--- config.mk ---
export PLATFORM = sky130hd
export DESIGN_NAME = banked_mapper_with_rtc_unit
export DESIGN_NICKNAME = d
export VERILOG_FILES = /design/src/hw/rtl/bmr_pkg.sv /design/src/hw/rtl/bmr_cfg.sv /design/src/hw/rtl/bmr_rtc.sv /design/src/hw/rtl/bmr_core.sv /design/src/hw/rtl/banked_mapper_with_rtc_unit.sv
export SDC_FILE = /design/constraint.sdc
export NUM_CORES = 1
export LEC_CHECK = 0
export BUFFER_PORTS_ARGS = -buffer_cell sky130_fd_sc_hd__buf_2
export CORE_ASPECT_RATIO = 1.4
export CORE_MARGIN = 8
export CORE_UTILIZATION = 60
export CTS_CLUSTER_SIZE = 28
export DETAILED_ROUTE_END_ITERATION = 16
export PLACE_DENSITY = 0.92
export SYNTH_ARGS = -nofsm -noshare
export SYNTH_HDL_FRONTEND = slang
export SYNTH_HIERARCHICAL = 1
export SYNTH_SLANG_ARGS = --single-unit
--- constraint.sdc ---
create_clock -name clk -period 17.55 [get_ports clk]
set_clock_uncertainty 0.1 [all_clocks]
set_input_delay 1.755 -clock clk [delete_from_list [all_inputs] [get_ports clk]]
set_output_delay 1.755 -clock clk [all_outputs]
set_load 0.05 [all_outputs]
--- src/hw/rtl/bmr_pkg.sv ---
// ----------------------------------------------------------------------------
// bmr_pkg
// Shared types, codes and constants of the banked mapper with RTC.
// ----------------------------------------------------------------------------
package bmr_pkg;

  localparam int RAM_BANK_COUNT_DEF = 4;
  localparam int ROM_BANK_WIDTH_DEF = 7;

  localparam logic [1:0] CMD_READ  = 2'd0;
  localparam logic [1:0] CMD_WRITE = 2'd1;
  localparam logic [1:0] CMD_TICK  = 2'd2;

  localparam logic [2:0] TGT_DATA   = 3'd0;
  localparam logic [2:0] TGT_ROM_RD = 3'd1;
  localparam logic [2:0] TGT_RAM_RD = 3'd2;
  localparam logic [2:0] TGT_RAM_WR = 3'd3;
  localparam logic [2:0] TGT_NONE   = 3'd4;

  localparam logic [2:0] RTC_SEC  = 3'd0;
  localparam logic [2:0] RTC_MIN  = 3'd1;
  localparam logic [2:0] RTC_HOUR = 3'd2;
  localparam logic [2:0] RTC_DAYL = 3'd3;
  localparam logic [2:0] RTC_DAYH = 3'd4;

  localparam logic REG_ROM_BANK_BITS = 1'b0;
  localparam logic REG_RAM_BANKS     = 1'b1;

  localparam logic [7:0] RAM_ENABLE_KEY = 8'h0A;
  localparam logic [7:0] OPEN_BUS       = 8'hFF;
  localparam logic [7:0] SEC_MAX        = 8'h3B;
  localparam logic [7:0] HOUR_MAX       = 8'h17;
  localparam int         HALT_BIT       = 6;

  typedef struct packed {
    logic [1:0]  cmd;
    logic [15:0] addr;
    logic [7:0]  wdata;
  } item_t;

  typedef struct packed {
    logic [2:0]  target;
    logic [20:0] mapped_addr;
    logic [7:0]  read_data;
    logic [7:0]  ram_wdata;
  } result_t;

  typedef struct packed {
    logic       tick;
    logic       wr;
    logic       latch;
    logic [2:0] idx;
    logic [7:0] data;
  } rtc_ctl_t;

  typedef struct packed {
    logic [2:0] rom_bank_bits;
    logic [2:0] ram_banks;
  } cfg_t;

endpackage

--- src/hw/rtl/bmr_cfg.sv ---
// ----------------------------------------------------------------------------
// bmr_cfg
// APB configuration registers: ROM bank bits and RAM bank count.
// ----------------------------------------------------------------------------
module bmr_cfg (
  input  logic                clk,
  input  logic                rst,
  input  logic                psel,
  input  logic                penable,
  input  logic                pwrite,
  input  logic [2:0]          paddr,
  input  logic [31:0]         pwdata,
  output logic [31:0]         prdata,
  output logic                pready,
  output bmr_pkg::cfg_t       cfg
);

  logic wr_en;

  assign pready = 1'b1;
  assign wr_en  = psel && penable && pwrite && pready;

  always_ff @(posedge clk) begin
    if (rst) begin
      cfg.rom_bank_bits <= 3'd7;
      cfg.ram_banks     <= 3'd4;
    end else if (wr_en) begin
      if (paddr[2] == bmr_pkg::REG_ROM_BANK_BITS) begin
        cfg.rom_bank_bits <= pwdata[2:0];
      end else begin
        cfg.ram_banks <= pwdata[2:0];
      end
    end
  end

  always_comb begin
    if (paddr[2] == bmr_pkg::REG_RAM_BANKS) begin
      prdata = {29'd0, cfg.ram_banks};
    end else begin
      prdata = {29'd0, cfg.rom_bank_bits};
    end
  end

endmodule

--- src/hw/rtl/bmr_rtc.sv ---
// ----------------------------------------------------------------------------
// bmr_rtc
// Real-time clock: register file, halt flag, elapsed-time counter kept in
// seconds/minutes/hours digits, and the latch fold.
// ----------------------------------------------------------------------------
module bmr_rtc (
  input  logic                clk,
  input  logic                rst,
  input  bmr_pkg::rtc_ctl_t   ctl,
  output logic [7:0]          rd
);

  logic [7:0] rtc_regs [5];
  logic       halted;
  logic [5:0] el_sec;
  logic [5:0] el_min;
  logic [4:0] el_hour;

  logic [6:0] sec_sum;
  logic [6:0] min_sum;
  logic [5:0] hour_sum;
  logic       sec_cy;
  logic       min_cy;
  logic [7:0] sec_fold;
  logic [7:0] min_fold;
  logic [7:0] hour_fold;
  logic [7:0] clamp60;
  logic [7:0] clamp24;

  // latch fold, digit by digit with carry
  always_comb begin
    sec_sum   = 7'(rtc_regs[0]) + 7'(el_sec);
    sec_cy    = sec_sum >= 7'd60;
    sec_fold  = 8'(sec_cy ? sec_sum - 7'd60 : sec_sum);
    min_sum   = 7'(rtc_regs[1]) + 7'(el_min) + 7'(sec_cy);
    min_cy    = min_sum >= 7'd60;
    min_fold  = 8'(min_cy ? min_sum - 7'd60 : min_sum);
    hour_sum  = 6'(rtc_regs[2]) + 6'(el_hour) + 6'(min_cy);
    hour_fold = 8'(hour_sum >= 6'd24 ? hour_sum - 6'd24 : hour_sum);
    clamp60   = (ctl.data > bmr_pkg::SEC_MAX) ? bmr_pkg::SEC_MAX : ctl.data;
    clamp24   = (ctl.data > bmr_pkg::HOUR_MAX) ? bmr_pkg::HOUR_MAX : ctl.data;
  end

  always_comb begin
    unique case (ctl.idx)
      bmr_pkg::RTC_SEC:  rd = rtc_regs[0];
      bmr_pkg::RTC_MIN:  rd = rtc_regs[1];
      bmr_pkg::RTC_HOUR: rd = rtc_regs[2];
      bmr_pkg::RTC_DAYL: rd = rtc_regs[3];
      bmr_pkg::RTC_DAYH: rd = rtc_regs[4];
      default:           rd = 8'd0;
    endcase
  end

  always_ff @(posedge clk) begin
    if (rst) begin
      for (int i = 0; i < 5; i++) begin
        rtc_regs[i] <= 8'd0;
      end
      halted  <= 1'b0;
      el_sec  <= 6'd0;
      el_min  <= 6'd0;
      el_hour <= 5'd0;
    end else if (ctl.tick) begin
      if (!halted) begin
        if (el_sec != 6'd59) begin
          el_sec <= el_sec + 6'd1;
        end else begin
          el_sec <= 6'd0;
          if (el_min != 6'd59) begin
            el_min <= el_min + 6'd1;
          end else begin
            el_min  <= 6'd0;
            el_hour <= (el_hour == 5'd23) ? 5'd0 : el_hour + 5'd1;
          end
        end
      end
    end else if (ctl.wr) begin
      el_sec  <= 6'd0;
      el_min  <= 6'd0;
      el_hour <= 5'd0;
      unique case (ctl.idx)
        bmr_pkg::RTC_SEC:  rtc_regs[0] <= clamp60;
        bmr_pkg::RTC_MIN:  rtc_regs[1] <= clamp60;
        bmr_pkg::RTC_HOUR: rtc_regs[2] <= clamp24;
        bmr_pkg::RTC_DAYL: rtc_regs[3] <= ctl.data;
        bmr_pkg::RTC_DAYH: begin
          halted      <= ctl.data[bmr_pkg::HALT_BIT];
          rtc_regs[4] <= ctl.data & (8'd1 << bmr_pkg::HALT_BIT);
        end
        default: ;
      endcase
    end else if (ctl.latch && !halted) begin
      rtc_regs[0] <= sec_fold;
      rtc_regs[1] <= min_fold;
      rtc_regs[2] <= hour_fold;
      rtc_regs[3] <= 8'd0;
      rtc_regs[4] <= 8'd0;
      el_sec      <= 6'd0;
      el_min      <= 6'd0;
      el_hour     <= 5'd0;
    end
  end

  a_sec_min_range: assert property (@(posedge clk) disable iff (rst)
    rtc_regs[0] <= bmr_pkg::SEC_MAX && rtc_regs[1] <= bmr_pkg::SEC_MAX)
    else $error("rtc seconds/minutes out of range");

  a_hour_range: assert property (@(posedge clk) disable iff (rst)
    rtc_regs[2] <= bmr_pkg::HOUR_MAX)
    else $error("rtc hours out of range");

  a_elapsed_range: assert property (@(posedge clk) disable iff (rst)
    el_sec <= 6'd59 && el_min <= 6'd59 && el_hour <= 5'd23)
    else $error("elapsed counter out of range");

endmodule

--- src/hw/rtl/bmr_core.sv ---
// ----------------------------------------------------------------------------
// bmr_core
// Bus decode and banking state: maps reads and writes to targets and
// addresses, updates bank registers and drives the RTC controls.
// ----------------------------------------------------------------------------
module bmr_core #(
  parameter int RAM_BANK_COUNT = bmr_pkg::RAM_BANK_COUNT_DEF,
  parameter int ROM_BANK_WIDTH = bmr_pkg::ROM_BANK_WIDTH_DEF
) (
  input  logic                clk,
  input  logic                rst,
  input  logic                en,
  input  bmr_pkg::item_t      item,
  input  bmr_pkg::cfg_t       cfg,
  input  logic [7:0]          rtc_rd,
  output bmr_pkg::rtc_ctl_t   rtc_ctl,
  output bmr_pkg::result_t    result
);

  logic [ROM_BANK_WIDTH-1:0] rom_bank, rom_bank_next;
  logic [1:0]                ram_bank, ram_bank_next;
  logic                      ram_enabled, ram_enabled_next;
  logic                      maps_ram, maps_ram_next;
  logic [2:0]                rtc_index, rtc_index_next;
  logic                      latch_armed, latch_armed_next;

  logic [6:0]  bank_raw;
  logic [1:0]  bank_mod;
  logic        in_ext;
  logic [20:0] rom_addr;
  logic [20:0] ram_addr;

  always_comb begin
    bank_raw = item.wdata[6:0];
    if (bank_raw == 7'd0) begin
      bank_raw = 7'd1;
    end
    for (int i = 0; i < ROM_BANK_WIDTH; i++) begin
      rom_bank_next[i] = bank_raw[i] && (i < int'(cfg.rom_bank_bits));
    end
    bank_mod = item.wdata[1:0];
    for (int k = 0; k < 3; k++) begin
      if (int'(bank_mod) >= RAM_BANK_COUNT) begin
        bank_mod = bank_mod - 2'(RAM_BANK_COUNT);
      end
    end
  end

  assign in_ext   = item.addr[15:13] == 3'b101;
  assign rom_addr = 21'(item.addr[13:0]) | (21'(rom_bank) << 14);
  assign ram_addr = 21'(item.addr[12:0]) | (21'(ram_bank) << 13);

  always_comb begin
    ram_bank_next    = ram_bank;
    ram_enabled_next = ram_enabled;
    maps_ram_next    = maps_ram;
    rtc_index_next   = rtc_index;
    latch_armed_next = latch_armed;
    result.target      = bmr_pkg::TGT_NONE;
    result.mapped_addr = 21'd0;
    result.read_data   = 8'd0;
    result.ram_wdata   = 8'd0;
    rtc_ctl.tick  = 1'b0;
    rtc_ctl.wr    = 1'b0;
    rtc_ctl.latch = 1'b0;
    rtc_ctl.idx   = rtc_index;
    rtc_ctl.data  = item.wdata;

    unique case (item.cmd)
      bmr_pkg::CMD_READ: begin
        result.target = bmr_pkg::TGT_DATA;
        if (!item.addr[15]) begin
          result.target      = bmr_pkg::TGT_ROM_RD;
          result.mapped_addr = item.addr[14] ? rom_addr : 21'(item.addr[13:0]);
        end else if (in_ext) begin
          if (!ram_enabled) begin
            result.read_data = bmr_pkg::OPEN_BUS;
          end else if (maps_ram) begin
            if (cfg.ram_banks != 3'd0) begin
              result.target      = bmr_pkg::TGT_RAM_RD;
              result.mapped_addr = ram_addr;
            end
          end else begin
            result.read_data = rtc_rd;
          end
        end
      end
      bmr_pkg::CMD_WRITE: begin
        if (!item.addr[15]) begin
          unique case (item.addr[14:13])
            2'd0: begin
              if (item.wdata == bmr_pkg::RAM_ENABLE_KEY) begin
                ram_enabled_next = 1'b1;
              end else if (item.wdata == 8'd0) begin
                ram_enabled_next = 1'b0;
              end
            end
            2'd1: ;
            2'd2: begin
              if (item.wdata <= 8'd3) begin
                maps_ram_next = 1'b1;
                ram_bank_next = bank_mod;
              end else if (item.wdata >= 8'h08 && item.wdata <= 8'h0C) begin
                maps_ram_next  = 1'b0;
                rtc_index_next = item.wdata[2:0];
              end
            end
            default: begin
              rtc_ctl.latch    = en && item.wdata == 8'd1 && latch_armed;
              latch_armed_next = item.wdata == 8'd0;
            end
          endcase
        end else if (in_ext) begin
          if (maps_ram) begin
            if (cfg.ram_banks != 3'd0) begin
              result.target      = bmr_pkg::TGT_RAM_WR;
              result.mapped_addr = ram_addr;
              result.ram_wdata   = item.wdata;
            end
          end else begin
            rtc_ctl.wr = en;
          end
        end
      end
      bmr_pkg::CMD_TICK: rtc_ctl.tick = en;
      default: ;
    endcase
  end

  always_ff @(posedge clk) begin
    if (rst) begin
      rom_bank    <= ROM_BANK_WIDTH'(1);
      ram_bank    <= 2'd0;
      ram_enabled <= 1'b0;
      maps_ram    <= 1'b0;
      rtc_index   <= bmr_pkg::RTC_SEC;
      latch_armed <= 1'b1;
    end else if (en) begin
      if (item.cmd == bmr_pkg::CMD_WRITE && item.addr[15:13] == 3'b001) begin
        rom_bank <= rom_bank_next;
      end
      ram_bank    <= ram_bank_next;
      ram_enabled <= ram_enabled_next;
      maps_ram    <= maps_ram_next;
      rtc_index   <= rtc_index_next;
      latch_armed <= latch_armed_next;
    end
  end

  a_rtc_index_range: assert property (@(posedge clk) disable iff (rst)
    rtc_index <= bmr_pkg::RTC_DAYH)
    else $error("rtc select out of range");

  a_ram_bank_range: assert property (@(posedge clk) disable iff (rst)
    int'(ram_bank) < RAM_BANK_COUNT)
    else $error("ram bank beyond bank count");

  a_rtc_one_op: assert property (@(posedge clk) disable iff (rst)
    $countones({rtc_ctl.tick, rtc_ctl.wr, rtc_ctl.latch}) <= 1)
    else $error("more than one rtc operation per transaction");

endmodule

--- src/hw/rtl/banked_mapper_with_rtc_unit.sv ---
// ----------------------------------------------------------------------------
// banked_mapper_with_rtc_unit
// Cartridge bank mapper with real-time clock: input register, decode and
// state update, result register.
//
//   channel   dir  handshake             payload
//   s_axis    in   tvalid/tready         tuser cmd, tdata addr, wdata
//   m_axis    out  tvalid/tready         tuser target, tdata addresses/data
//   apb       in   psel/penable/pready   rom_bank_bits @0x0, ram_banks @0x4
//
// One transaction per cycle unless m_axis stalls.
// All decode, bank and RTC updates happen in the single cycle that moves a
// transaction from the input register to the result register.
// Reset is synchronous; both registers come up empty.
// A stalled m_axis holds the result; the input register fills, then
// s_axis_tready drops.
// ----------------------------------------------------------------------------
module banked_mapper_with_rtc_unit #(
  parameter int RAM_BANK_COUNT = bmr_pkg::RAM_BANK_COUNT_DEF,
  parameter int ROM_BANK_WIDTH = bmr_pkg::ROM_BANK_WIDTH_DEF
) (
  input  logic        clk,
  input  logic        rst,
  input  logic        s_axis_tvalid,
  output logic        s_axis_tready,
  input  logic [23:0] s_axis_tdata,   // addr[15:0], wdata[23:16]
  input  logic [1:0]  s_axis_tuser,   // cmd[1:0]
  output logic        m_axis_tvalid,
  input  logic        m_axis_tready,
  output logic [39:0] m_axis_tdata,   // mapped_addr[20:0], read_data[28:21],
                                      // ram_wdata[36:29], zero[39:37]
  output logic [2:0]  m_axis_tuser,   // target[2:0]
  input  logic        psel,
  input  logic        penable,
  input  logic        pwrite,
  input  logic [2:0]  paddr,
  input  logic [31:0] pwdata,
  output logic [31:0] prdata,
  output logic        pready
);

  bmr_pkg::cfg_t     cfg;
  bmr_pkg::item_t    in_item;
  bmr_pkg::result_t  res_comb;
  bmr_pkg::result_t  res;
  bmr_pkg::rtc_ctl_t rtc_ctl;
  logic [7:0]        rtc_rd;
  logic              in_valid;
  logic              advance;

  assign advance       = in_valid && (!m_axis_tvalid || m_axis_tready);
  assign s_axis_tready = !in_valid || advance;

  always_ff @(posedge clk) begin
    if (rst) begin
      in_valid <= 1'b0;
    end else if (s_axis_tvalid && s_axis_tready) begin
      in_valid <= 1'b1;
    end else if (advance) begin
      in_valid <= 1'b0;
    end
  end

  always_ff @(posedge clk) begin
    if (s_axis_tvalid && s_axis_tready) begin
      in_item.cmd   <= s_axis_tuser;
      in_item.addr  <= s_axis_tdata[15:0];
      in_item.wdata <= s_axis_tdata[23:16];
    end
  end

  always_ff @(posedge clk) begin
    if (rst) begin
      m_axis_tvalid <= 1'b0;
    end else if (advance) begin
      m_axis_tvalid <= 1'b1;
    end else if (m_axis_tready) begin
      m_axis_tvalid <= 1'b0;
    end
  end

  always_ff @(posedge clk) begin
    if (advance) begin
      res <= res_comb;
    end
  end

  assign m_axis_tuser = res.target;
  assign m_axis_tdata = {3'd0, res.ram_wdata, res.read_data, res.mapped_addr};

  bmr_cfg u_cfg (
    .clk     (clk),
    .rst     (rst),
    .psel    (psel),
    .penable (penable),
    .pwrite  (pwrite),
    .paddr   (paddr),
    .pwdata  (pwdata),
    .prdata  (prdata),
    .pready  (pready),
    .cfg     (cfg)
  );

  bmr_core #(
    .RAM_BANK_COUNT (RAM_BANK_COUNT),
    .ROM_BANK_WIDTH (ROM_BANK_WIDTH)
  ) u_core (
    .clk     (clk),
    .rst     (rst),
    .en      (advance),
    .item    (in_item),
    .cfg     (cfg),
    .rtc_rd  (rtc_rd),
    .rtc_ctl (rtc_ctl),
    .result  (res_comb)
  );

  bmr_rtc u_rtc (
    .clk (clk),
    .rst (rst),
    .ctl (rtc_ctl),
    .rd  (rtc_rd)
  );

  a_rdata_only_for_data: assert property (@(posedge clk) disable iff (rst)
    m_axis_tvalid && m_axis_tuser != bmr_pkg::TGT_DATA |-> m_axis_tdata[28:21] == 8'd0)
    else $error("read data on non-data target");

  a_addr_zero: assert property (@(posedge clk) disable iff (rst)
    m_axis_tvalid && (m_axis_tuser == bmr_pkg::TGT_DATA || m_axis_tuser == bmr_pkg::TGT_NONE)
    |-> m_axis_tdata[20:0] == 21'd0)
    else $error("mapped address on unmapped target");

  a_hold_blocks_input: assert property (@(posedge clk) disable iff (rst)
    in_valid && !advance |-> !s_axis_tready)
    else $error("input accepted while input register is held");

endmodule

==> metrics, run 1 <==
slowest CP cell=fa_1; initial antenna violation count=0; Period Utilization, post-route=37.5%; final wirelength=18.5 mm; Seq pwr share=46.6%; vias=5585; launch point of the worst path=u_rtc/el_sec[0]; WP buf/inv=2; Slew headroom=15.5%; CTS Hold Bufs=0; Hold Slack=0.353 ns; Worst EP arrival=6.65 ns; # setup viols final=0; minimum clock period=6.58 ns; Site Rows=48; gp weighted congestion=0.923; Setup CP Type=reg2reg; DR vias/cell=6.25; Fmax achieved=152 MHz; Post-Place Worst Slack=11.06 ns; setup ws final=10.97 ns; DRC=0; clk root buf=clkbuf_16; GRT busiest layer=met2; largest net degree at the start of global routing=53; Leak=3.30 nW; vias in the first global route=5628; internal power=0.585 mW; CP Depth=24; GR Util met2=40.0%; post-route ant nets=0; Clock transition at path regs=0.06 ns; number of port buffers=81; crit start category=flop; clock network fraction of total power=43.8%; count of warnings emitted by yosys=6; CP top delay family=adder cells; first-pass GRT wire length=28.7 mm; share of the yosys chip area belonging to registers=51.2%; Antenna diodes=0; H-tree depth=4; Initial Util=60.8%; Synth Flop Type=edfxtp_1; crit-path most repeated cell=fa_1; Hold Crit Class=reg2reg; Ports=146; CTS tree=yes; R2R Setup Slk=10.97 ns; CP Cell Sequence=ha_1 -> inv_1 -> fa_1 -> and2b_1 -> o22ai_1 -> xnor2_2 -> a31oi_4 -> fa_1 -> fa_1 -> nand2b_1 -> a21o_1 -> a211o_1 -> a31oi_4 -> inv_1 -> fa_1 -> fa_1 -> a21o_1 -> a21oi_1 -> xor2_1 -> or2_2 -> ha_1 -> nor2_1 -> a22oi_1 -> o31ai_1; status=complete, no violations; worst reg2reg startpoint=u_rtc/el_sec[0]; gr ovfl total=0; post_cts resized=0; hold_sp=u_core/rom_bank[6]; placed insts=861; Design Power=0.806 mW; clk buf depth=2; Die ar.=16200 µm²; Syn Inst Count=661; DR iter-0 viols=499; worst r2r path cells=24; Die W=110 µm; Crit Path Max Fanout=6; peak supply drop=0.0000592 V; ys async rst share=0%; nets@finish=824; Yosys reg bits=140; post-synthesis average cell area=11.2 µm²; EDFF count, synth=99; count of cell types in the netlist=77; M1 GR Usage=23.6%; clock latency on the worst-skew pair=0.43 ns; Psw=0.222 mW; overall die height=147 µm; Non-Filler Instances=893; MaxCap Viol Count=0; share of layout cells above drive strength 1=19.8%; worst r2r dst=u_rtc/rtc_regs[0][19]; Slew @ Worst Pin=1.25 ns; CORE AREA=12200 µm²; power density over cell area=97.3 nW/µm²; Sw Share=27.5%; Hold Path Depth=2; Post-CTS Setup Bufs=0; RSZ-0062 raised after global routing=false; max-slew violation count=0; Req. time, crit path=17.61 ns; clock sink total=140; final hold violation count=0; TNS Setup=0 ns; WHS Endpoint=u_core/rom_bank[6]; total CTS buffers=17; Largest stage delay, worst path=0.43 ns; drt wl/cell=20.8 µm; GR Util met3=6.01%; FILL cells=838; Total GRT Usage=23.0%; post-DP HPWL=13.3 mm; P&R area growth vs syn=11.9%; combinational power share=9.5%; Post-Syn Area=7410 µm²; Crit. End Element=flop; Detailed Routing Iterations Pass 1=7
-- sequential cells by signal, indices dropped and copies added, names as in the netlist, 2 cells and up --
signal / cells
u_core/rtc_index: 3
in_item: 26
m_axis_tdata: 37
u_core/rom_bank: 7
u_rtc/rtc_regs: 33
m_axis_tuser: 3
u_rtc/el_min: 6
u_rtc/el_hour: 5
u_cfg/cfg: 6
u_core/ram_bank: 2
u_rtc/el_sec: 6
-- cell families after synthesis --
group | after synthesis | synth area share (%)
adders and majority gates | 26 | 4.90
other | 3 | 0.152
and+or+nand+nor | 257 | 19.9
DFF | 140 | 51.2
muxes | 23 | 4.51
xor gates and xnor gates | 22 | 2.70
buffers and inverters | 78 | 6.37
AOI/OAI and AO/OA | 112 | 10.2
-- synthesized netlist by cell type (3+ instances only) --
cell type / count / share of area (%)
nand2b_1: 26 / 2.2
nand2_1: 40 / 2.0
clkbuf_1: 11 / 0.56
nor3b_1: 3 / 0.30
edfxtp_1: 99 / 40
nor2_1: 39 / 2.0
xnor2_1: 8 / 0.95
nor4b_1: 4 / 0.47
and2_1: 10 / 0.84
and4b_1: 3 / 0.41
nand3_1: 26 / 1.8
mux2i_1: 12 / 1.6
a21oi_1: 33 / 2.2
dfxtp_1: 41 / 11
mux4_2: 8 / 2.4
nand3b_1: 4 / 0.41
mux2_2: 3 / 0.46
ha_1: 21 / 3.5
a211o_1: 6 / 0.71
buf_4: 42 / 4.3
o21ai_0: 25 / 1.7
inv_1: 16 / 0.81
xor2_1: 13 / 1.5
and3_1: 19 / 1.6
fa_1: 5 / 1.4
conb_1: 3 / 0.15
o22ai_1: 5 / 0.42
o21ai_1: 4 / 0.27
o21a_1: 4 / 0.41
or2_2: 4 / 0.34
nor4_1: 4 / 0.34
o311ai_0: 3 / 0.35
o211ai_1: 3 / 0.30
buf_2: 5 / 0.34
o2111ai_1: 3 / 0.35
or3_1: 6 / 0.51
nor3_1: 11 / 0.74
nor2b_1: 28 / 2.4
a21o_1: 6 / 0.61
nand4_1: 7 / 0.59
-- routing by layer --
layer / part of all wire, % / vias up
met3: 8.7 / 89
met2: 52 / 374
met1: 34 / 2629
met5: 0 / -
li1: - / 2493
met4: 5.3 / 0
-- cell usage in the layout, fill, tap and decap left out, types with 4 or more instances in the layout --
cell type	instances
edfxtp_1	99
buf_2	81
dfxtp_1	41
nand2_1	40
nor2_1	39
a21oi_1	33
conb_1	33
nor2b_1	28
nand2b_1	26
nand3_1	26
o21ai_0	25
ha_1	21
and3_1	19
clkbuf_16	17
inv_1	16
xor2_1	13
mux2i_1	12
nor3_1	11
and2_1	10
mux4_2	8
xnor2_1	8
nand4_1	7
inv_6	6
a21o_1	6
a211o_1	6
or3_1	6
o22ai_1	5
fa_1	5
nor4_1	4
or2_2	4
nand3b_1	4
o21ai_1	4
nor4b_1	4
o21a_1	4
-- how the worst max path moves through the flow --
stage	slack [ns]	to
after detailed placement	11.06	u_rtc/rtc_regs[0][19]
final	10.97	u_rtc/rtc_regs[0][19]
after CTS	11.01	u_rtc/rtc_regs[0][19]
after global routing	10.68	u_rtc/rtc_regs[0][19]
after floorplan	11.69	u_rtc/rtc_regs[0][20]
after global placement	11.27	u_rtc/rtc_regs[0][20]
-- per-stage QoR --
step	instance area [µm²]	util (%)
final	8290	68.0
after global placement	7710	63.2
after CTS	8290	68.0
after floorplan	7520	-
after detailed placement	7710	63.2
after global routing	8290	68.0
-- worst reg2reg max path, delay by kind of cell, from the launching register on --
kind            cells  cell delay [ns]
flops               1             0.41
buf+inv             2             0.15
compound gates      9             1.71
simple gates        4             0.77
xor+xnor            2             0.62
fa+ha+maj           7             2.55
-- power groups by stage --
stage               combinational (mW)  sequential (mW)  clock (mW)
floorplan                       0.0514            0.393           0
global placement                0.0729            0.382           0
detailed placement              0.0755            0.382           0
CTS                             0.0763            0.376       0.355
global route                    0.0811            0.377       0.371
finish                          0.0769            0.376       0.354
-- cell type report --
class | count | area, µm² | area share, %
Clock buffer | 17 | 425 | 5.13
Timing Repair Buffer | 82 | 413 | 4.98
Sequential cell | 140 | 3790 | 45.8
Multi-Input combinational cell | 473 | 3250 | 39.3
Inverter | 16 | 60.1 | 0.725
Clock inverter | 15 | 154 | 1.86
Tap cell | 150 | 188 | 2.26
Note: power is estimated with default switching activity, not from simulation.
==> inputs of run 2 (changes only) <==
Settings changed: CORE_UTILIZATION 60 to 56, PLACE_DENSITY 0.92 to 0.87.
Clock period 17.55 ns to 6.55 ns, I/O delays scaled along.
==> run 2 against run 1 <==
  * Sequential share of layout area down 0.20 points
  * Clock power grew 140%
  * Maximum frequency rose by 5.1%
  * First-iteration DRC count grew 3.4%
  * Setup slack got worse by 11 ns
  * Sequential power grew to 2.7 times the previous value
  * Largest power group unchanged
  * Largest cell class unchanged
  * Via count is 1.5% lower
  * Critical path type unchanged
  * Cell area is 0.47% higher
  * Power grew to 2.6 times the previous value
==> metrics, run 2 (same netlist as run 1, synthesis figures left out) <==
leading cell type in the layout, fill and taps excluded=edfxtp_1 (unchanged); Antenna diodes=0 (unchanged); Hold Crit Class=in2reg (was reg2reg); largest net degree at the start of global routing=53 (unchanged); Clock transition at path regs=0.06 ns (about the same); met3 routed WL=1.25 mm (was 1.61 mm); Sw Share=25.3% (was 27.5%); Site Rows=49 (was 48); P&R area growth vs syn=12.4% (was 11.9%); slowest CP cell=fa_1 (unchanged); max-slew violation count=0 (unchanged); Fmax achieved=160 MHz (was 152 MHz); clock sink total=140 (unchanged); CORE AREA=12900 µm² (was 12200 µm²); CTS Hold Bufs=0 (unchanged); vias=5502 (was 5585); total CTS buffers=17 (unchanged); Hold Slack=0.313 ns (was 0.353 ns); met1 wire length=6.22 mm (was 6.30 mm); most frequent cells in the layout=99 x edfxtp_1, 81 x buf_2, 40 x dfxtp_1, 40 x nand2_1, 39 x nor2_1 (was 99 x edfxtp_1, 81 x buf_2, 41 x dfxtp_1, 40 x nand2_1, 39 x nor2_1); Period Utilization, post-route=95.6% (was 37.5%); clock latency on the worst-skew pair=0.42 ns (was 0.43 ns); initial antenna violation count=0 (unchanged); peak supply drop=0.000176 V (was 0.0000592 V); Detailed Routing Iterations Pass 1=5 (was 7); minimum clock period=6.26 ns (was 6.58 ns); share of layout cells above drive strength 1=20.8% (was 19.8%); status=complete, no violations (unchanged); vias in the first global route=5539 (was 5628); Initial Util=57.5% (was 60.8%); Post-Place Worst Slack=0.0845 ns (was 11.06 ns); DR vias/cell=6.09 (was 6.25); CP Cell Sequence=ha_2 -> inv_1 -> fa_2 -> and2b_1 -> o22ai_1 -> xnor2_2 -> a31oi_4 -> fa_2 -> fa_1 -> nand2b_1 -> a21o_1 -> a211o_1 -> a31oi_4 -> inv_1 -> fa_1 -> fa_1 -> a21o_1 -> a21oi_1 -> xor2_1 -> or2_2 -> ha_2 -> nor3b_1 -> o21ai_0 -> o311ai_1 (was ha_1 -> inv_1 -> fa_1 -> and2b_1 -> o22ai_1 -> xnor2_2 -> a31oi_4 -> fa_1 -> fa_1 -> nand2b_1 -> a21o_1 -> a211o_1 -> a31oi_4 -> inv_1 -> fa_1 -> fa_1 -> a21o_1 -> a21oi_1 -> xor2_1 -> or2_2 -> ha_1 -> nor2_1 -> a22oi_1 -> o31ai_1); nets@finish=832 (was 824); post-DP HPWL=12.5 mm (was 13.3 mm); CTS tree=yes (unchanged); max reg flops=37 (unchanged); Largest stage delay, worst path=0.42 ns (was 0.43 ns); combinational power share=10.0% (was 9.5%); first-pass GRT wire length=27.6 mm (was 28.7 mm); Ports=146 (unchanged); Worst EP arrival=6.40 ns (was 6.65 ns); setup ws final=0.290 ns (was 10.97 ns); final wirelength=17.5 mm (was 18.5 mm); # setup viols final=0 (unchanged); Die ar.=17200 µm² (was 16200 µm²); Crit Path Max Fanout=5 (was 6); gp weighted congestion=0.935 (was 0.923); Leak=3.31 nW (was 3.30 nW); finished layout cell area=8330 µm² (was 8290 µm²); Psw=0.527 mW (was 0.222 mW); FILL cells=897 (was 838); overall die height=152 µm (was 147 µm); Seq pwr share=48.4% (was 46.6%); Setup CP Type=reg2reg (unchanged); met2 wire length=9.26 mm (was 9.65 mm); Req. time, crit path=6.69 ns (was 17.61 ns); post-route ant nets=0 (unchanged); crit start category=flop (unchanged); drt wl/cell=19.4 µm (was 20.8 µm); DRC=0 (unchanged); gr ovfl total=0 (unchanged); Die W=113 µm (was 110 µm); power density over cell area=250 nW/µm² (was 97.3 nW/µm²); crit-path most repeated cell=fa_1 (unchanged); DR iter-0 viols=516 (was 499); MaxCap Viol Count=0 (unchanged); DR top layer=met4 (unchanged); H-tree depth=4 (unchanged); internal power=1.55 mW (was 0.585 mW); Total GRT Usage=20.2% (was 23.0%); clock network fraction of total power=41.6% (was 43.8%); Slew headroom=18.2% (was 15.5%); clk root buf=clkbuf_16 (unchanged); Crit. End Element=flop (unchanged); Placed Area=7720 µm² (was 7710 µm²); Slew @ Worst Pin=1.21 ns (was 1.25 ns); final hold violation count=0 (unchanged); clk buf depth=2 (unchanged); number of port buffers=81 (unchanged)
## run 2: changes by cell type in the layout (fill, tap and decap cells not counted), moves of 2 or more
cell	before	now
buf_4	1	9
clkbuf_1	0	7
clkinv_2	1	4
fa_1	5	3
fa_2	0	2
ha_1	21	18
ha_2	0	3
inv_6	6	0
inv_8	3	0
## run 2: final cells by class
type                       count  area [µm²]  share of cell area, %
clock buffer                  24         452                   5.42
clock inverter                 8        73.8                  0.887
inverter                      16        60.1                  0.721
multi-input combinational    473        3280                   39.4
sequential                   140        3790                   45.6
tap                          153         191                   2.30
timing repair buffer          90         473                   5.68
## run 2: final timing paths
path	start	endpoint	slack, ns	depth (start not counted)
max	u_rtc/el_sec[0]	u_rtc/rtc_regs[0][20]	0.29	24
min	s_axis_tdata[18]	in_item[2]	0.31	1
max reg2reg	u_rtc/el_sec[0]	u_rtc/rtc_regs[0][20]	0.29	24
min reg2reg	u_core/rom_bank[1]	u_core/rom_bank[1]	0.36	2
## run 2: power groups by stage
stage,sequential [mW],clock [mW],combinational [mW]
after floorplan,1.05,0,0.138
after global placement,1.02,0,0.196
after detailed placement,1.02,0,0.201
after CTS,1.01,0.875,0.202
after global routing,1.01,0.908,0.221
final,1.01,0.864,0.209
## run 2: repair_timing
item | in CTS | in global routing
endpoints found under the setup margin | 0 | 5
buffers inserted | 0 | 7
gates resized for setup | 0 | 9
## run 2: through the flow
step,cells,util [%],setup TNS (ns),power [mW]
CTS,897,64.0,0,2.08
finish,904,64.7,0,2.08
global placement,865,60.0,0,1.22
global route,904,64.7,-0.00422,2.14
floorplan,691,-,0,1.19
detailed placement,865,60.0,0,1.22
## run 2: critical path, delay by kind of cell (launching register included)
family	cells	cell delay [ns]
AO/OA/AOI/OAI	9	1.63
XOR/XNOR	2	0.41
adder cells (fa/ha/maj)	7	2.40
buffers and inverters	2	0.16
flip-flops	1	0.38
AND/OR/NAND/NOR	4	1.01
## run 2: metal layers
layer | track usage [%] | vias to the layer above
li1 | - | 2505
met2 | 36.2 | 294
met4 | 11.5 | 0
met3 | 5.12 | 58
met1 | 20.7 | 2645
met5 | 0 | -
==> inputs of run 3 (changes only) <==
Settings changed: TNS_END_PERCENT from default to 5.
Clock period 6.55 ns to 6.95 ns, I/O delays scaled along.
==> run 3 against run 2 <==
  * Die area unchanged
  * Combinational power decreased by 8%
  * Global-route usage about the same
  * Power down 1.4%
  * Count of clock-buffer cells in the layout down 4
  * Wire length shrank 0.83%
  * Maximum frequency decreased by 5.3%
  * Flip-flop and latch count unchanged
  * Cell area up 0.12%
  * Non-clock buffer count is 6 lower
  * Largest cell class unchanged
  * Highest routed layer unchanged
==> metrics, run 3 (same netlist as run 1, synthesis figures left out) <==
Post-Place Worst Slack=0.399 ns (was 0.0845 ns); largest net degree at the start of global routing=53 (unchanged); Largest stage delay, worst path=0.43 ns (was 0.42 ns); worst r2r path cells=23 (was 24); clock sink total=140 (unchanged); DR vias/cell=6.03 (was 6.09); Crit. End Element=flop (unchanged); Sw Share=24.9% (was 25.3%); Fmax achieved=151 MHz (was 160 MHz); clock latency on the worst-skew pair=0.42 ns (about the same); clock network fraction of total power=44.4% (was 41.6%); H-tree depth=4 (unchanged); Hold Crit Class=reg2reg (was in2reg); WP buf/inv=2 (unchanged); minimum clock period=6.61 ns (was 6.26 ns); Worst EP arrival=6.71 ns (was 6.40 ns); launch point of the worst path=u_rtc/el_sec[0] (unchanged); number of port buffers=81 (unchanged); post-DP HPWL=12.7 mm (was 12.5 mm); Slew @ Worst Pin=1.23 ns (was 1.21 ns); power density over cell area=246 nW/µm² (was 250 nW/µm²); Design Power=2.05 mW (was 2.08 mW); initial antenna violation count=0 (unchanged); MaxCap Viol Count=0 (unchanged); Die ar.=17200 µm² (unchanged); setup ws final=0.336 ns (was 0.290 ns); RSZ-0062 raised after global routing=false; CP top delay family=adder cells (unchanged); Initial Util=57.5% (unchanged); Leak=3.32 nW (was 3.31 nW); internal power=1.54 mW (was 1.55 mW); Total GRT Usage=20.2% (about the same); Ports=146 (unchanged); CP endpoint=u_rtc/rtc_regs[0][20] (unchanged); total CTS buffers=17 (unchanged); clk buf depth=2 (unchanged); CP Cell Sequence=ha_1 -> inv_1 -> fa_1 -> xnor2_1 -> ha_1 -> a31oi_4 -> fa_1 -> fa_1 -> nand2b_1 -> a21o_1 -> a211o_1 -> a31oi_4 -> inv_1 -> fa_1 -> fa_1 -> a21o_1 -> a21oi_1 -> xor2_1 -> or2_2 -> ha_1 -> nor3b_1 -> o21ai_0 -> o311ai_0 (was ha_2 -> inv_1 -> fa_2 -> and2b_1 -> o22ai_1 -> xnor2_2 -> a31oi_4 -> fa_2 -> fa_1 -> nand2b_1 -> a21o_1 -> a211o_1 -> a31oi_4 -> inv_1 -> fa_1 -> fa_1 -> a21o_1 -> a21oi_1 -> xor2_1 -> or2_2 -> ha_2 -> nor3b_1 -> o21ai_0 -> o311ai_1); CORE AREA=12900 µm² (unchanged); slowest CP cell=fa_1 (unchanged); vias in the first global route=5475 (was 5539); Hold Slack=0.348 ns (was 0.313 ns); Crit Path Max Fanout=5 (unchanged); TNS Setup=0 ns (unchanged); gr ovfl total=0 (unchanged); vias=5414 (was 5502); first-pass GRT wire length=27.6 mm (about the same); most frequent cells in the layout=99 x edfxtp_1, 81 x buf_2, 41 x dfxtp_1, 40 x nand2_1, 39 x nor2_1 (was 99 x edfxtp_1, 81 x buf_2, 40 x dfxtp_1, 40 x nand2_1, 39 x nor2_1); post-route ant nets=0 (unchanged); Slew headroom=17.6% (was 18.2%); Psw=0.511 mW (was 0.527 mW); placed insts=864 (was 865); Antenna diodes=0 (unchanged); combinational power share=9.4% (was 10.0%); DR iter-0 viols=461 (was 516); Seq pwr share=46.2% (was 48.4%); crit start category=flop (unchanged); Non-Filler Instances=898 (was 904); CTS tree=yes (unchanged); Site Rows=49 (unchanged); worst reg2reg startpoint=u_rtc/el_sec[0] (unchanged); crit-path most repeated cell=fa_1 (unchanged); Placed Area=7710 µm² (was 7720 µm²); max reg flops=37 (unchanged); overall die height=152 µm (unchanged); peak supply drop=0.000178 V (was 0.000176 V); final hold violation count=0 (unchanged); CP Depth=23 (was 24); P&R area growth vs syn=12.6% (was 12.4%); finished layout cell area=8340 µm² (was 8330 µm²); Detailed Routing Iterations Pass 1=5 (unchanged); # setup viols final=0 (unchanged); Setup CP Type=reg2reg (unchanged); Period Utilization, post-route=95.2% (was 95.6%); worst r2r dst=u_rtc/rtc_regs[0][20] (unchanged); share of layout cells above drive strength 1=19.9% (was 20.8%); gp weighted congestion=0.909 (was 0.935); FILL cells=910 (was 897); R2R Setup Slk=0.34 ns (was 0.29 ns); leading cell type in the layout, fill and taps excluded=edfxtp_1 (unchanged); Clock transition at path regs=0.06 ns (about the same); final wirelength=17.3 mm (was 17.5 mm); Req. time, crit path=7.05 ns (was 6.69 ns); status=complete, no violations (unchanged); clk root buf=clkbuf_16 (unchanged); drt wl/cell=19.3 µm (was 19.4 µm); nets@finish=826 (was 832); DRC=0 (unchanged); Util after Layout=64.8% (was 64.7%); max-slew violation count=0 (unchanged); Die W=113 µm (unchanged); Hold Path Depth=2 (was 1)
==> run 3: cell count changes in the layout (fill, tap and decap cells not counted), sizes merged <==
| cell | previous run | this run |
|---|---|---|
| bufinv | 1 | 2 |
| inv | 16 | 19 |
| clkinvlp | 2 | 3 |
| clkbuf | 24 | 20 |
| buf | 90 | 84 |
| clkinv | 5 | 4 |
==> run 3: worst min path at each step <==
stage / endpoint / from / slack, ns
5_1_grt: in_item[1] / s_axis_tdata[17] / 0.33
2_1_floorplan: u_core/rom_bank[6] / u_core/rom_bank[6] / 0.33
4_1_cts: in_item[1] / s_axis_tdata[17] / 0.34
3_5_place_dp: u_core/rom_bank[1] / u_core/rom_bank[1] / 0.34
6_report: u_core/rom_bank[1] / u_core/rom_bank[1] / 0.35
3_3_place_gp: u_core/rom_bank[1] / u_core/rom_bank[1] / 0.34
==> run 3: per-layer routing <==
layer  GRT usage, %  part of all wire, %
met1           20.5                   35
met3           5.63                  7.8
met2           36.7                   52
met4           10.3                  4.6
met5              0                    0
==> run 3: power by group through the flow <==
stage	logic, mW	clock network, mW	registers [mW]
after CTS	0.191	0.921	0.947
final	0.192	0.911	0.948
after global placement	0.185	0	0.963
after floorplan	0.130	0	0.993
after detailed placement	0.190	0	0.964
after global routing	0.204	0.958	0.951
==> run 3: what timing repair did <==
item	4_1_cts	5_1_grt
hold buffers	0	0
setup buffers	0	2
resized for setup	0	0
endpoints found under the setup margin	0	2
==> run 3: tightest hold or removal path, delay by kind of cell (launching register included) <==
| family | cells | cell delay [ns] |
|---|---|---|
| and+or+nand+nor | 1 | 0.05 |
| AOI/OAI and AO/OA | 1 | 0.05 |
| DFF | 1 | 0.30 |
==> run 3: area by class of cell <==
type                    count  area, µm²  share of cell area [%]
inverters                  16       60.1                   0.720
well taps                 153        191                    2.30
repair buffers             84        428                    5.13
flip-flops and latches    140       3790                    45.5
clock inverters            12        131                    1.58
multi-input cells         473       3250                    39.0
clock buffers              20        478                    5.73
